## src/rtl/core/mbps_pkg.sv

```systemverilog
`default_nettype none

package mbps_pkg;

  localparam int NUM_BALLS = 3;
  localparam int CRD_W     = 6;
  localparam int DIST2_W   = 14;
  localparam int ROOT_W    = 7;
  localparam int REM_W     = 10;
  localparam int TERM_W    = 8;
  localparam int NUM_W     = 16;
  localparam int THR_W     = 8;
  localparam int GAIN_W    = 8;
  localparam int IDX_W     = 8;
  localparam int CFG_IDX_W = 2;
  localparam int CFG_DAT_W = 16;

  localparam logic [CFG_IDX_W-1:0] CFG_NUMERATOR = 2'd0;
  localparam logic [CFG_IDX_W-1:0] CFG_THRESHOLD = 2'd1;
  localparam logic [CFG_IDX_W-1:0] CFG_GAIN      = 2'd2;

  localparam logic [NUM_W-1:0]  NUMERATOR_RST = 16'd640;
  localparam logic [THR_W-1:0]  THRESHOLD_RST = 8'd60;
  localparam logic [GAIN_W-1:0] GAIN_RST      = 8'd9;

  typedef logic [CRD_W-1:0]   crd_t;
  typedef logic [DIST2_W-1:0] dist2_t;
  typedef logic [TERM_W-1:0]  term_t;

  // digit-by-digit square root state
  typedef struct packed {
    logic [REM_W-1:0]  rem;
    logic [ROOT_W-1:0] root;
  } sq_state_t;

  // restoring divider state, only the low quotient bits are kept
  typedef struct packed {
    logic [TERM_W-1:0] rem;
    logic [IDX_W-1:0]  quo;
  } dv_state_t;

  // one root bit: bring down two radicand bits, try (root << 2) | 1
  function automatic sq_state_t sqrt_step(sq_state_t s, logic [1:0] pair);
    sq_state_t        r;
    logic [REM_W-1:0] acc;
    logic [REM_W-1:0] trial;
    acc   = {s.rem[REM_W-3:0], pair};
    trial = {1'b0, s.root, 2'b01};
    if (acc >= trial) begin
      r.rem  = acc - trial;
      r.root = {s.root[ROOT_W-2:0], 1'b1};
    end else begin
      r.rem  = acc;
      r.root = {s.root[ROOT_W-2:0], 1'b0};
    end
    return r;
  endfunction

  // one quotient bit; remainder stays below the divisor
  function automatic dv_state_t div_step(dv_state_t s, logic nbit, term_t d);
    dv_state_t         r;
    logic [TERM_W:0]   acc;
    acc = {s.rem, nbit};
    if (acc >= {1'b0, d}) begin
      r.rem = TERM_W'(acc - {1'b0, d});
      r.quo = {s.quo[IDX_W-2:0], 1'b1};
    end else begin
      r.rem = acc[TERM_W-1:0];
      r.quo = {s.quo[IDX_W-2:0], 1'b0};
    end
    return r;
  endfunction

endpackage

`default_nettype wire

```

## src/rtl/core/metaball_pixel_shader_unit.sv

```systemverilog
// Throughput: one word per cycle; eight register stages, the whole pipe stalls
// only while the output register holds a word that is not taken.
// Stages: distance, square root (two stages), sum and divide (four stages), gain.
// Reset: synchronous, active low; clears valid bits and loads register defaults.
// No clearing pass is needed; the block accepts input from the first cycle.
`default_nettype none

module metaball_pixel_shader_unit (
  input  wire                                   clk,
  input  wire                                   rst_n,
  input  wire                                   in_valid,
  output logic                                  in_ready,
  input  wire  [mbps_pkg::CRD_W-1:0]            in_pixel_x,
  input  wire  [mbps_pkg::CRD_W-1:0]            in_pixel_y,
  input  wire  [mbps_pkg::CRD_W-1:0]            in_ball_a_x,
  input  wire  [mbps_pkg::CRD_W-1:0]            in_ball_a_y,
  input  wire  [mbps_pkg::CRD_W-1:0]            in_ball_b_x,
  input  wire  [mbps_pkg::CRD_W-1:0]            in_ball_b_y,
  input  wire  [mbps_pkg::CRD_W-1:0]            in_ball_c_x,
  input  wire  [mbps_pkg::CRD_W-1:0]            in_ball_c_y,
  output logic                                  out_valid,
  input  wire                                   out_ready,
  output logic [mbps_pkg::IDX_W-1:0]            out_palette_index,
  output logic                                  out_on_ball,
  input  wire                                   cfg_we,
  input  wire  [mbps_pkg::CFG_IDX_W-1:0]        cfg_index,
  input  wire  [mbps_pkg::CFG_DAT_W-1:0]        cfg_wdata
);

  import mbps_pkg::*;

  // config
  logic [NUM_W-1:0]  numerator_r;
  logic [THR_W-1:0]  threshold_r;
  logic [GAIN_W-1:0] gain_r;

  always_ff @(posedge clk) begin
    if (!rst_n) begin
      numerator_r <= NUMERATOR_RST;
      threshold_r <= THRESHOLD_RST;
      gain_r      <= GAIN_RST;
    end else if (cfg_we) begin
      unique case (cfg_index)
        CFG_NUMERATOR: numerator_r <= cfg_wdata[NUM_W-1:0];
        CFG_THRESHOLD: threshold_r <= cfg_wdata[THR_W-1:0];
        CFG_GAIN:      gain_r      <= cfg_wdata[GAIN_W-1:0];
        default: ;
      endcase
    end
  end

  // pipe control
  logic adv;
  logic v1_r, v2_r, v3_r, v4_r, v5_r, v6_r, v7_r, out_valid_r;

  assign adv      = !out_valid_r || out_ready;
  assign in_ready = adv;

  always_ff @(posedge clk) begin
    if (!rst_n) begin
      v1_r        <= 1'b0;
      v2_r        <= 1'b0;
      v3_r        <= 1'b0;
      v4_r        <= 1'b0;
      v5_r        <= 1'b0;
      v6_r        <= 1'b0;
      v7_r        <= 1'b0;
      out_valid_r <= 1'b0;
    end else if (adv) begin
      v1_r        <= in_valid;
      v2_r        <= v1_r;
      v3_r        <= v2_r;
      v4_r        <= v3_r;
      v5_r        <= v4_r;
      v6_r        <= v5_r;
      v7_r        <= v6_r;
      out_valid_r <= v7_r;
    end
  end

  // stage 1: squared distances, on-ball flag
  crd_t   bx [NUM_BALLS];
  crd_t   by [NUM_BALLS];
  dist2_t d2_nxt [NUM_BALLS];
  dist2_t d2_s1_r [NUM_BALLS];
  logic   hit_nxt;
  logic   hit_s1_r, hit_s2_r, hit_s3_r, hit_s4_r, hit_s5_r, hit_s6_r, hit_s7_r;
  logic   hit_out_r;

  assign bx[0] = in_ball_a_x;
  assign by[0] = in_ball_a_y;
  assign bx[1] = in_ball_b_x;
  assign by[1] = in_ball_b_y;
  assign bx[2] = in_ball_c_x;
  assign by[2] = in_ball_c_y;

  always_comb begin
    crd_t dx;
    crd_t dy;
    hit_nxt = 1'b0;
    for (int i = 0; i < NUM_BALLS; i++) begin
      dx = (in_pixel_x > bx[i]) ? in_pixel_x - bx[i] : bx[i] - in_pixel_x;
      dy = (in_pixel_y > by[i]) ? in_pixel_y - by[i] : by[i] - in_pixel_y;
      d2_nxt[i] = DIST2_W'(dx * dx) + DIST2_W'(dy * dy);
      if (dx == '0 && dy == '0) hit_nxt = 1'b1;
    end
  end

  // stage 2: root bits 6..3
  sq_state_t  sq2_nxt [NUM_BALLS];
  sq_state_t  sq2_r   [NUM_BALLS];
  logic [5:0] lo2_r   [NUM_BALLS];

  always_comb begin
    sq_state_t st;
    for (int i = 0; i < NUM_BALLS; i++) begin
      st = '0;
      for (int k = ROOT_W - 1; k >= 3; k--) begin
        st = sqrt_step(st, d2_s1_r[i][2*k +: 2]);
      end
      sq2_nxt[i] = st;
    end
  end

  // stage 3: root bits 2..0, term = 2 * root
  term_t term_nxt [NUM_BALLS];
  term_t term_s3_r [NUM_BALLS];

  always_comb begin
    sq_state_t st;
    for (int i = 0; i < NUM_BALLS; i++) begin
      st = sq2_r[i];
      for (int k = 2; k >= 0; k--) begin
        st = sqrt_step(st, lo2_r[i][2*k +: 2]);
      end
      term_nxt[i] = {st.root, 1'b0};
    end
  end

  // stage 4: sum and quotient bits 15..12
  term_t            dvs_nxt;
  dv_state_t        dv4_nxt;
  term_t            dvs4_r, dvs5_r, dvs6_r;
  dv_state_t        dv4_r, dv5_r, dv6_r;
  logic [11:0]      num4_r;
  logic [7:0]       num5_r;
  logic [3:0]       num6_r;
  dv_state_t        dv5_nxt, dv6_nxt, dv7_nxt;
  logic [IDX_W-1:0] quo7_r;

  always_comb begin
    term_t     sum;
    dv_state_t st;
    sum     = term_s3_r[0] + term_s3_r[1] + term_s3_r[2];
    dvs_nxt = (sum == '0) ? term_t'(1) : sum;
    st      = '0;
    for (int k = 0; k < 4; k++) begin
      st = div_step(st, numerator_r[NUM_W-1-k], dvs_nxt);
    end
    dv4_nxt = st;
  end

  // stages 5..7: quotient bits 11..0
  always_comb begin
    dv_state_t st5;
    dv_state_t st6;
    dv_state_t st7;
    st5 = dv4_r;
    st6 = dv5_r;
    st7 = dv6_r;
    for (int k = 0; k < 4; k++) begin
      st5 = div_step(st5, num4_r[11-k], dvs4_r);
      st6 = div_step(st6, num5_r[7-k], dvs5_r);
      st7 = div_step(st7, num6_r[3-k], dvs6_r);
    end
    dv5_nxt = st5;
    dv6_nxt = st6;
    dv7_nxt = st7;
  end

  // output stage: threshold band and gain
  logic [IDX_W-1:0] idx_nxt;
  logic [IDX_W-1:0] idx_out_r;

  always_comb begin
    if (quo7_r != '0 && quo7_r < threshold_r) begin
      idx_nxt = IDX_W'(quo7_r * gain_r);
    end else begin
      idx_nxt = '0;
    end
  end

  always_ff @(posedge clk) begin
    if (adv) begin
      d2_s1_r   <= d2_nxt;
      hit_s1_r  <= hit_nxt;
      sq2_r     <= sq2_nxt;
      for (int i = 0; i < NUM_BALLS; i++) begin
        lo2_r[i] <= d2_s1_r[i][5:0];
      end
      hit_s2_r  <= hit_s1_r;
      term_s3_r <= term_nxt;
      hit_s3_r  <= hit_s2_r;
      dvs4_r    <= dvs_nxt;
      dv4_r     <= dv4_nxt;
      num4_r    <= numerator_r[11:0];
      hit_s4_r  <= hit_s3_r;
      dvs5_r    <= dvs4_r;
      dv5_r     <= dv5_nxt;
      num5_r    <= num4_r[7:0];
      hit_s5_r  <= hit_s4_r;
      dvs6_r    <= dvs5_r;
      dv6_r     <= dv6_nxt;
      num6_r    <= num5_r[3:0];
      hit_s6_r  <= hit_s5_r;
      quo7_r    <= dv7_nxt.quo;
      hit_s7_r  <= hit_s6_r;
      idx_out_r <= idx_nxt;
      hit_out_r <= hit_s7_r;
    end
  end

  assign out_valid         = out_valid_r;
  assign out_palette_index = idx_out_r;
  assign out_on_ball       = hit_out_r;

  a_last_moves: assert property (@(posedge clk) disable iff (!rst_n)
    v7_r && adv |=> out_valid_r)
    else $error("word in last stage not moved to output");

  a_last_holds: assert property (@(posedge clk) disable iff (!rst_n)
    v7_r && !adv |=> v7_r)
    else $error("word in last stage lost during stall");

  a_sqrt_rem: assert property (@(posedge clk) disable iff (!rst_n)
    v2_r |-> (sq2_r[0].rem <= {2'b00, sq2_r[0].root, 1'b0}) &&
             (sq2_r[1].rem <= {2'b00, sq2_r[1].root, 1'b0}) &&
             (sq2_r[2].rem <= {2'b00, sq2_r[2].root, 1'b0}))
    else $error("square root remainder out of range");

  a_div_rem: assert property (@(posedge clk) disable iff (!rst_n)
    v5_r |-> (dv5_r.rem < dvs5_r) && (dvs5_r != '0))
    else $error("divider remainder not below divisor");

endmodule

`default_nettype wire
```

## config.mk

```make
export PLATFORM = sky130hd
export DESIGN_NAME = metaball_pixel_shader_unit
export DESIGN_NICKNAME = d
export VERILOG_FILES = /design/src/rtl/core/mbps_pkg.sv /design/src/rtl/core/metaball_pixel_shader_unit.sv
export SDC_FILE = /design/constraint.sdc
export NUM_CORES = 1
export LEC_CHECK = 0
export BUFFER_PORTS_ARGS = -buffer_cell sky130_fd_sc_hd__buf_2
export CAP_MARGIN = 20
export CORE_MARGIN = 3
export CORE_UTILIZATION = 50
export DETAILED_ROUTE_END_ITERATION = 10
export HOLD_SLACK_MARGIN = 0.06
export PLACE_DENSITY = 0.66
export SLEW_MARGIN = 20
export SYNTH_ARGS = -nofsm -noshare
export SYNTH_HDL_FRONTEND = slang
export SYNTH_SLANG_ARGS = --single-unit
```

## constraint.sdc

```tcl
create_clock -name clk -period 10.55 [get_ports clk]
set_input_delay 0 -clock clk [delete_from_list [all_inputs] [get_ports clk]]
set_output_delay 0 -clock clk [all_outputs]
set_load 0.01 [all_outputs]
```

==> impl_metrics.py, run 1 <==
metrics = {
    "logic_synthesis": {
        "synth.mux.area_fraction_pct": 4.46,
        "synth_area_leaders": "sky130_fd_sc_hd__edfxtp_1, sky130_fd_sc_hd__ha_1, sky130_fd_sc_hd__fa_1",
        "yosys_warnings": 0,
        "netlist_instances": 2917,
        "synth-compound-area-share_pct": 14.2,
        "synthesized_cell_area_sq_um": 27400,
        "post_synth_and_or_nand_nor_area_fraction_pct": 13.7,
        "synth-main-ff-cell": "sky130_fd_sc_hd__edfxtp_1",
        "synth_fa_ha_area_share_pct": 28.2,
        "synth_top_family_by_area": "adder cells",
        "synth-xor-area-share_pct": 6.43,
        "distinct_cells_synth": 93,
        "synth_sequential_area_ratio_pct": 26.4,
        "number_of_register_bits_inferred_by_synthesis": 254,
        "postSynthNetCount": 3518,
        "async_reset_ff_share_pct": 0,
        "synth-edff-count": 214,
        "post_synth.cell_area_avg_sq_um": 9.39,
        "synth.top_cell.area_share_pct": 23.5,
        "synth.largest_area_cell": "sky130_fd_sc_hd__edfxtp_1",
    },
    "placed_design": {
        "dp.cells": 3658,
        "portBuffers": 81,
        "place.detailed.hpwl_um": 47900,
        "gp_congestion": 0.927,
    },
    "drt": {
        "vias": 20654,
        "total_wire_length_after_detailed_routing_um": 59700,
        "ant_nets": 0,
        "wl_per_cell_um": 16.0,
        "vias_per_cell": 5.52,
        "firstDrtPassIters": 5,
        "post-route-drc-count": 0,
        "drt_iter0_markers": 981,
    },
    "final_layout": {
        "final_nets": 3625,
        "area_growth_syn_to_layout_pct": 9.11,
        "finish.cell_count_without_fillers": 3743,
        "layout-drive-gt1-share_pct": 8.11,
        "layout_commonest_cell": "sky130_fd_sc_hd__inv_1",
        "commonest_cells_after_routing_fill_and_taps_aside": "sky130_fd_sc_hd__inv_1, sky130_fd_sc_hd__ha_1, sky130_fd_sc_hd__edfxtp_1",
        "fillCellCount": 4866,
    },
    "floorplan": {
        "std_cell_rows": 85,
        "die_area_sq_um": 57600,
        "ios": 82,
        "die_x_um": 240,
        "fp.dieH_um": 240,
        "initial_util_pct": 50.7,
        "core-area_sq_um": 54000,
    },
    "global_route": {
        "globalRouteOverflowTotal": 0,
        "grt_pass1_vias": 20978,
        "grt_max_degree": 94,
        "grt_pass1_wl_um": 100000,
        "number_of_antenna_violations_at_the_first_check_in_global_routing": 0,
        "gr-usage-all-layers_pct": 20.9,
    },
    "cts": {
        "cts_tree": "done",
        "cts-htree-levels": 1,
        "ctsRootBufferMaster": "sky130_fd_sc_hd__clkbuf_16",
        "numClockSinks": 254,
        "clk_transition_reported_paths_ns": 0.06,
        "clkLatencyLatePin_ns": 0.57,
        "number_of_buffers_added_for_setup_after_cts": 0,
        "cts_inserted_buffers": 29,
        "longest_clk_path_bufs": 3,
    },
    "worst_hold_path": {
        "min_path_type": "input pin to register",
    },
    "sta": {
        "report.final.slew_viol_count": 0,
        "timing.slew.headroom_pct": 26.0,
        "grt_setup_unrepaired": "no",
        "fin_worst_skew_ns": 0.0169,
        "hold_violations": 0,
        "fin_tns_setup_ns": 0,
        "finalCriticalPeriod_ns": 9.67,
        "fmax_mhz": 103,
        "period_share_pct": 91.7,
        "setup-violations-final": 0,
        "max_slew.worst_pin.slew_ns": 1.10,
    },
    "setup_path": {
        "critPathMaxFanout": 10,
        "worst_path_largest_cell_delay_ns": 0.42,
        "criticalPathCategory": "register to register",
        "critPathMostFrequentCell": "sky130_fd_sc_hd__inv_1",
        "worstSetupEndpointType": "register",
        "timing.critical_path.from_type": "register",
        "worstPathArrival_ns": 9.98,
        "critical_path.slowest_cell": "sky130_fd_sc_hd__a221oi_1",
        "worstPathRequired_ns": 10.86,
    },
    "outcome": {
        "run_status": "finished clean",
    },
    "flow_run": {
        "max_cap_viol_count": 0,
    },
}
## flip-flops by register name, summed over array words and instances, names as in the netlist, 12 cells and up
name and count:
num4_r 12, d2_s1_r 39, dv6_r 12, sq2_r 36, numerator_r 16, term_s3_r 21
lo2_r 18
## worst paths after layout
check,from,endpoint,slack (ns),cells after the start
setup / recovery,term_s3_r[10],dv4_r[13],0.88,43
hold / removal,in_ball_b_x[0],d2_s1_r[14],0.24,4
setup reg to reg,term_s3_r[10],dv4_r[13],0.88,43
hold reg to reg,num5_r[3],num6_r[3],0.42,0
## synthesized netlist by cell type (12+ instances only)
cell type / n
sky130_fd_sc_hd__inv_1: 434
sky130_fd_sc_hd__ha_1: 383
sky130_fd_sc_hd__edfxtp_1: 214
sky130_fd_sc_hd__nor2_1: 200
sky130_fd_sc_hd__nand2_1: 198
sky130_fd_sc_hd__a21oi_1: 159
sky130_fd_sc_hd__fa_1: 147
sky130_fd_sc_hd__xnor2_1: 129
sky130_fd_sc_hd__o21ai_0: 112
sky130_fd_sc_hd__xor2_1: 72
sky130_fd_sc_hd__a21o_1: 64
sky130_fd_sc_hd__mux2i_1: 64
sky130_fd_sc_hd__nor3_1: 64
sky130_fd_sc_hd__nor2b_1: 59
sky130_fd_sc_hd__mux2_2: 47
sky130_fd_sc_hd__nand3_1: 41
sky130_fd_sc_hd__dfxtp_1: 40
sky130_fd_sc_hd__nand2b_1: 38
sky130_fd_sc_hd__and2_1: 36
sky130_fd_sc_hd__clkbuf_1: 30
sky130_fd_sc_hd__o21a_1: 30
sky130_fd_sc_hd__o21bai_1: 28
sky130_fd_sc_hd__nand4_1: 27
sky130_fd_sc_hd__a21boi_0: 26
sky130_fd_sc_hd__or2_2: 25
sky130_fd_sc_hd__a211oi_1: 24
sky130_fd_sc_hd__o211ai_1: 15
sky130_fd_sc_hd__nor4_1: 12
## per-layer routing
| layer | track usage (%) | share of wire, % |
|---|---|---|
| met1 | 27.0 | 44 |
| met2 | 36.9 | 49 |
| met3 | 2.03 | 3.6 |
| met4 | 7.25 | 3.3 |
| met5 | 0 | 0 |
## timing repair
item | in CTS | in global routing
resized for setup | 0 | 2
endpoints found under the hold margin | 40 | 0
setup endpoints to repair | 0 | 6
hold buffers | 31 | 0
## worst max-delay path, delay by kind of cell (launching register included)
| kind | cells | cell delay (ns) |
|---|---|---|
| buf+inv | 7 | 0.78 |
| fa+ha+maj | 7 | 2.11 |
| mux | 2 | 0.78 |
| flops | 1 | 0.35 |
| compound gates | 19 | 4.18 |
| simple gates | 7 | 1.09 |
| xor+xnor | 1 | 0.15 |
## final cells by class
class / instances / area (sq um) / area share (%)
Tap cell: 696 / 871 / 2.91
Multi-Input combinational cell: 2184 / 18400 / 61.4
Clock buffer: 29 / 726 / 2.43
Clock inverter: 24 / 289 / 0.967
Sequential cell: 254 / 7230 / 24.2
Antenna cell: 1 / 2.50 / 0.00837
Inverter: 436 / 1640 / 5.50
Timing Repair Buffer: 119 / 768 / 2.57
## through the flow
stage	setup slack, ns	hold WS (ns)	instance area [sq um]	util (%)
4_1_cts	0.826	0.187	29900	55.3
6_report	0.878	0.243	29900	55.3
3_3_place_gp	1.05	0.219	28500	52.8
2_1_floorplan	1.62	0.124	27400	-
3_5_place_dp	0.884	0.237	28500	52.8
5_1_grt	0.0259	0.259	29900	55.3
## logic make-up (layout without fill, tap and decap cells)
logic type | Yosys count | after routing
buffers and inverters | 479 | 608
and+or+nand+nor | 759 | 759
DFF | 254 | 254
other | 0 | 1
xor gates and xnor gates | 201 | 201
adders and majority gates | 530 | 530
AOI/OAI and AO/OA | 580 | 580
muxes | 114 | 114
Power of run 1 is not shown: default switching activity piles up to over one toggle a cycle in this logic, so the estimate is an artifact.
==> run 2: changes to the inputs <==
CELL_PAD_IN_SITES_DETAIL_PLACEMENT = 0   (was not set)
CELL_PAD_IN_SITES_GLOBAL_PLACEMENT = 1   (was not set)
PLACE_DENSITY = not set   (was 0.66)
PLACE_DENSITY_LB_ADDON = 0.1   (was not set)
==> run 2 against run 1 <==
- wire length is 1.7% higher
- sequential cell count unchanged
- hold slack gained 0.024 ns
- first-iteration DRC count increased by 7.8%
- fmax grew 0.34%
- non-clock buffer count up 10
- count of clock-buffer cells in the layout increased by 18
- critical path type unchanged
- critical endpoint is now dv4_r[10]
==> impl_metrics.py, run 2 (synthesis results as in run 1) <==
metrics = {
    "floorplan": {
        "core-area_sq_um": 54000,
        "initial_util_pct": 50.7,
        "fp.dieH_um": 240,
        "ios": 82,
        "die_x_um": 240,
        "die_area_sq_um": 57600,
        "std_cell_rows": 85,
    },
    "final_layout": {
        "largest_register_ffs": 39,
        "layout-drive-gt1-share_pct": 8.28,
        "final_core_area_utilization_pct": 55.8,
        "final_nets": 3642,
        "commonest_cells_after_routing_fill_and_taps_aside": "sky130_fd_sc_hd__inv_1, sky130_fd_sc_hd__ha_1, sky130_fd_sc_hd__edfxtp_1",
        "largest_register": "d2_s1_r",
        "largestRegisters": "d2_s1_r: 39 flops, sq2_r: 36 flops, term_s3_r: 21 flops",
        "area_growth_syn_to_layout_pct": 10.1,
        "layout_commonest_cell": "sky130_fd_sc_hd__inv_1",
        "num_antenna_cells": 0,
    },
    "drt": {
        "ant_nets": 0,
        "post-route-drc-count": 0,
        "firstDrtPassIters": 5,
        "drt_iter0_markers": 1058,
        "routed.top_layer": "met4",
        "wl_met2_um": 30100,
        "met3_wirelength_um": 1610,
        "vias_per_cell": 5.44,
        "vias": 20489,
        "wl_per_cell_um": 16.1,
        "total_wire_length_after_detailed_routing_um": 60700,
        "routedLengthMet1_um": 27800,
    },
    "cts": {
        "cts_inserted_buffers": 36,
        "longest_clk_path_bufs": 3,
        "numClockSinks": 254,
        "clkLatencyLatePin_ns": 0.56,
        "cts-htree-levels": 2,
        "ctsRootBufferMaster": "sky130_fd_sc_hd__clkbuf_16",
        "cts_tree": "done",
        "clk_transition_reported_paths_ns": 0.05,
        "number_of_buffers_added_for_setup_after_cts": 0,
    },
    "placed_design": {
        "gp_congestion": 0.881,
        "portBuffers": 81,
        "preCtsSetupSlack_ns": 0.704,
        "place.detailed.hpwl_um": 48600,
    },
    "sta": {
        "fin_tns_setup_ns": 0,
        "fmax_mhz": 104,
        "final.setup.worst_slack_ns": 0.911,
        "grt_setup_unrepaired": "no",
        "finalCriticalPeriod_ns": 9.64,
        "setup-violations-final": 0,
        "holdWs_ns": 0.267,
        "fin_worst_skew_ns": 0.0356,
        "max_slew.worst_pin.slew_ns": 1.04,
        "hold_violations": 0,
        "timing.slew.headroom_pct": 30.8,
        "period_share_pct": 91.4,
        "report.final.slew_viol_count": 0,
    },
    "flow_run": {
        "max_cap_viol_count": 0,
    },
    "global_route": {
        "gr-usage-all-layers_pct": 21.6,
        "grt_pass1_vias": 20944,
        "grt_pass1_wl_um": 103000,
        "grt_max_degree": 148,
        "number_of_antenna_violations_at_the_first_check_in_global_routing": 0,
        "globalRouteOverflowTotal": 0,
    },
    "setup_path": {
        "worstPathRequired_ns": 10.82,
        "worst_path_largest_cell_delay_ns": 0.45,
        "worstSetupEndpointType": "register",
        "timing.critical_path.from_type": "register",
        "critPathMaxFanout": 10,
        "critical_path.slowest_cell": "sky130_fd_sc_hd__a221oi_1",
        "critPathMostFrequentCell": "sky130_fd_sc_hd__inv_1",
        "worstPathArrival_ns": 9.91,
        "criticalPathCategory": "register to register",
    },
    "outcome": {
        "run_status": "finished clean",
    },
    "worst_hold_path": {
        "min_path_type": "input pin to register",
    },
}
[run 2: cell count changes in the layout (fill, tap and decap cells not counted), sizes merged, moves of 2 or more]
cell	change
clkinvlp	-5
dlygate4sd3	+4
clkbuf	+18
inv	-2
buf	+6
[run 2: path summary, 6_finish.rpt]
check                                    to  depth (start not counted)      startpoint  slack (ns)
worst max-delay path              dv4_r[10]                         42   term_s3_r[10]        0.91
worst min-delay path            d2_s1_r[14]                          4  in_ball_b_x[0]        0.27
worst max register to register    dv4_r[10]                         42   term_s3_r[10]        0.91
worst min register to register    num5_r[7]                          0       num4_r[7]        0.40
[run 2: through the flow]
step	area, sq um	std cells
after global placement	28600	3664
after detailed placement	28600	3664
final	30200	3763
after global routing	30200	3763
after floorplan	27400	2917
after CTS	30200	3763
[run 2: layer usage]
layer	track usage (%)	vias up
met1	27.7	9782
met5	0	-
li1	-	10365
met2	38.7	270
met3	2.19	72
met4	5.66	0
[run 2: worst max-delay path: cells and delay by family (launching register included)]
family	cells	cell delay, ns
AO/OA/AOI/OAI	19	3.96
multiplexers	2	0.79
adder cells (fa/ha/maj)	7	2.10
buffers and inverters	6	0.59
AND/OR/NAND/NOR	7	1.19
flip-flops	1	0.35
XOR/XNOR	1	0.38
[run 2: area by class of cell]
class                   instances  area [sq um]
flip-flops and latches        254          7230
clock inverters                17           211
fillers                      4913         23900
clock buffers                  47          1000
inverters                     436          1640
multi-input cells            2184         18400
well taps                     696           871
repair buffers                129           853
[run 2: what timing repair did]
item / in CTS / in global routing
hold endpoints to repair: 40 / 0
endpoints found under the setup margin: 0 / 6
gates resized for setup: 0 / 2
hold buffers: 35 / 0
Power of run 2 is left out for the same reason.
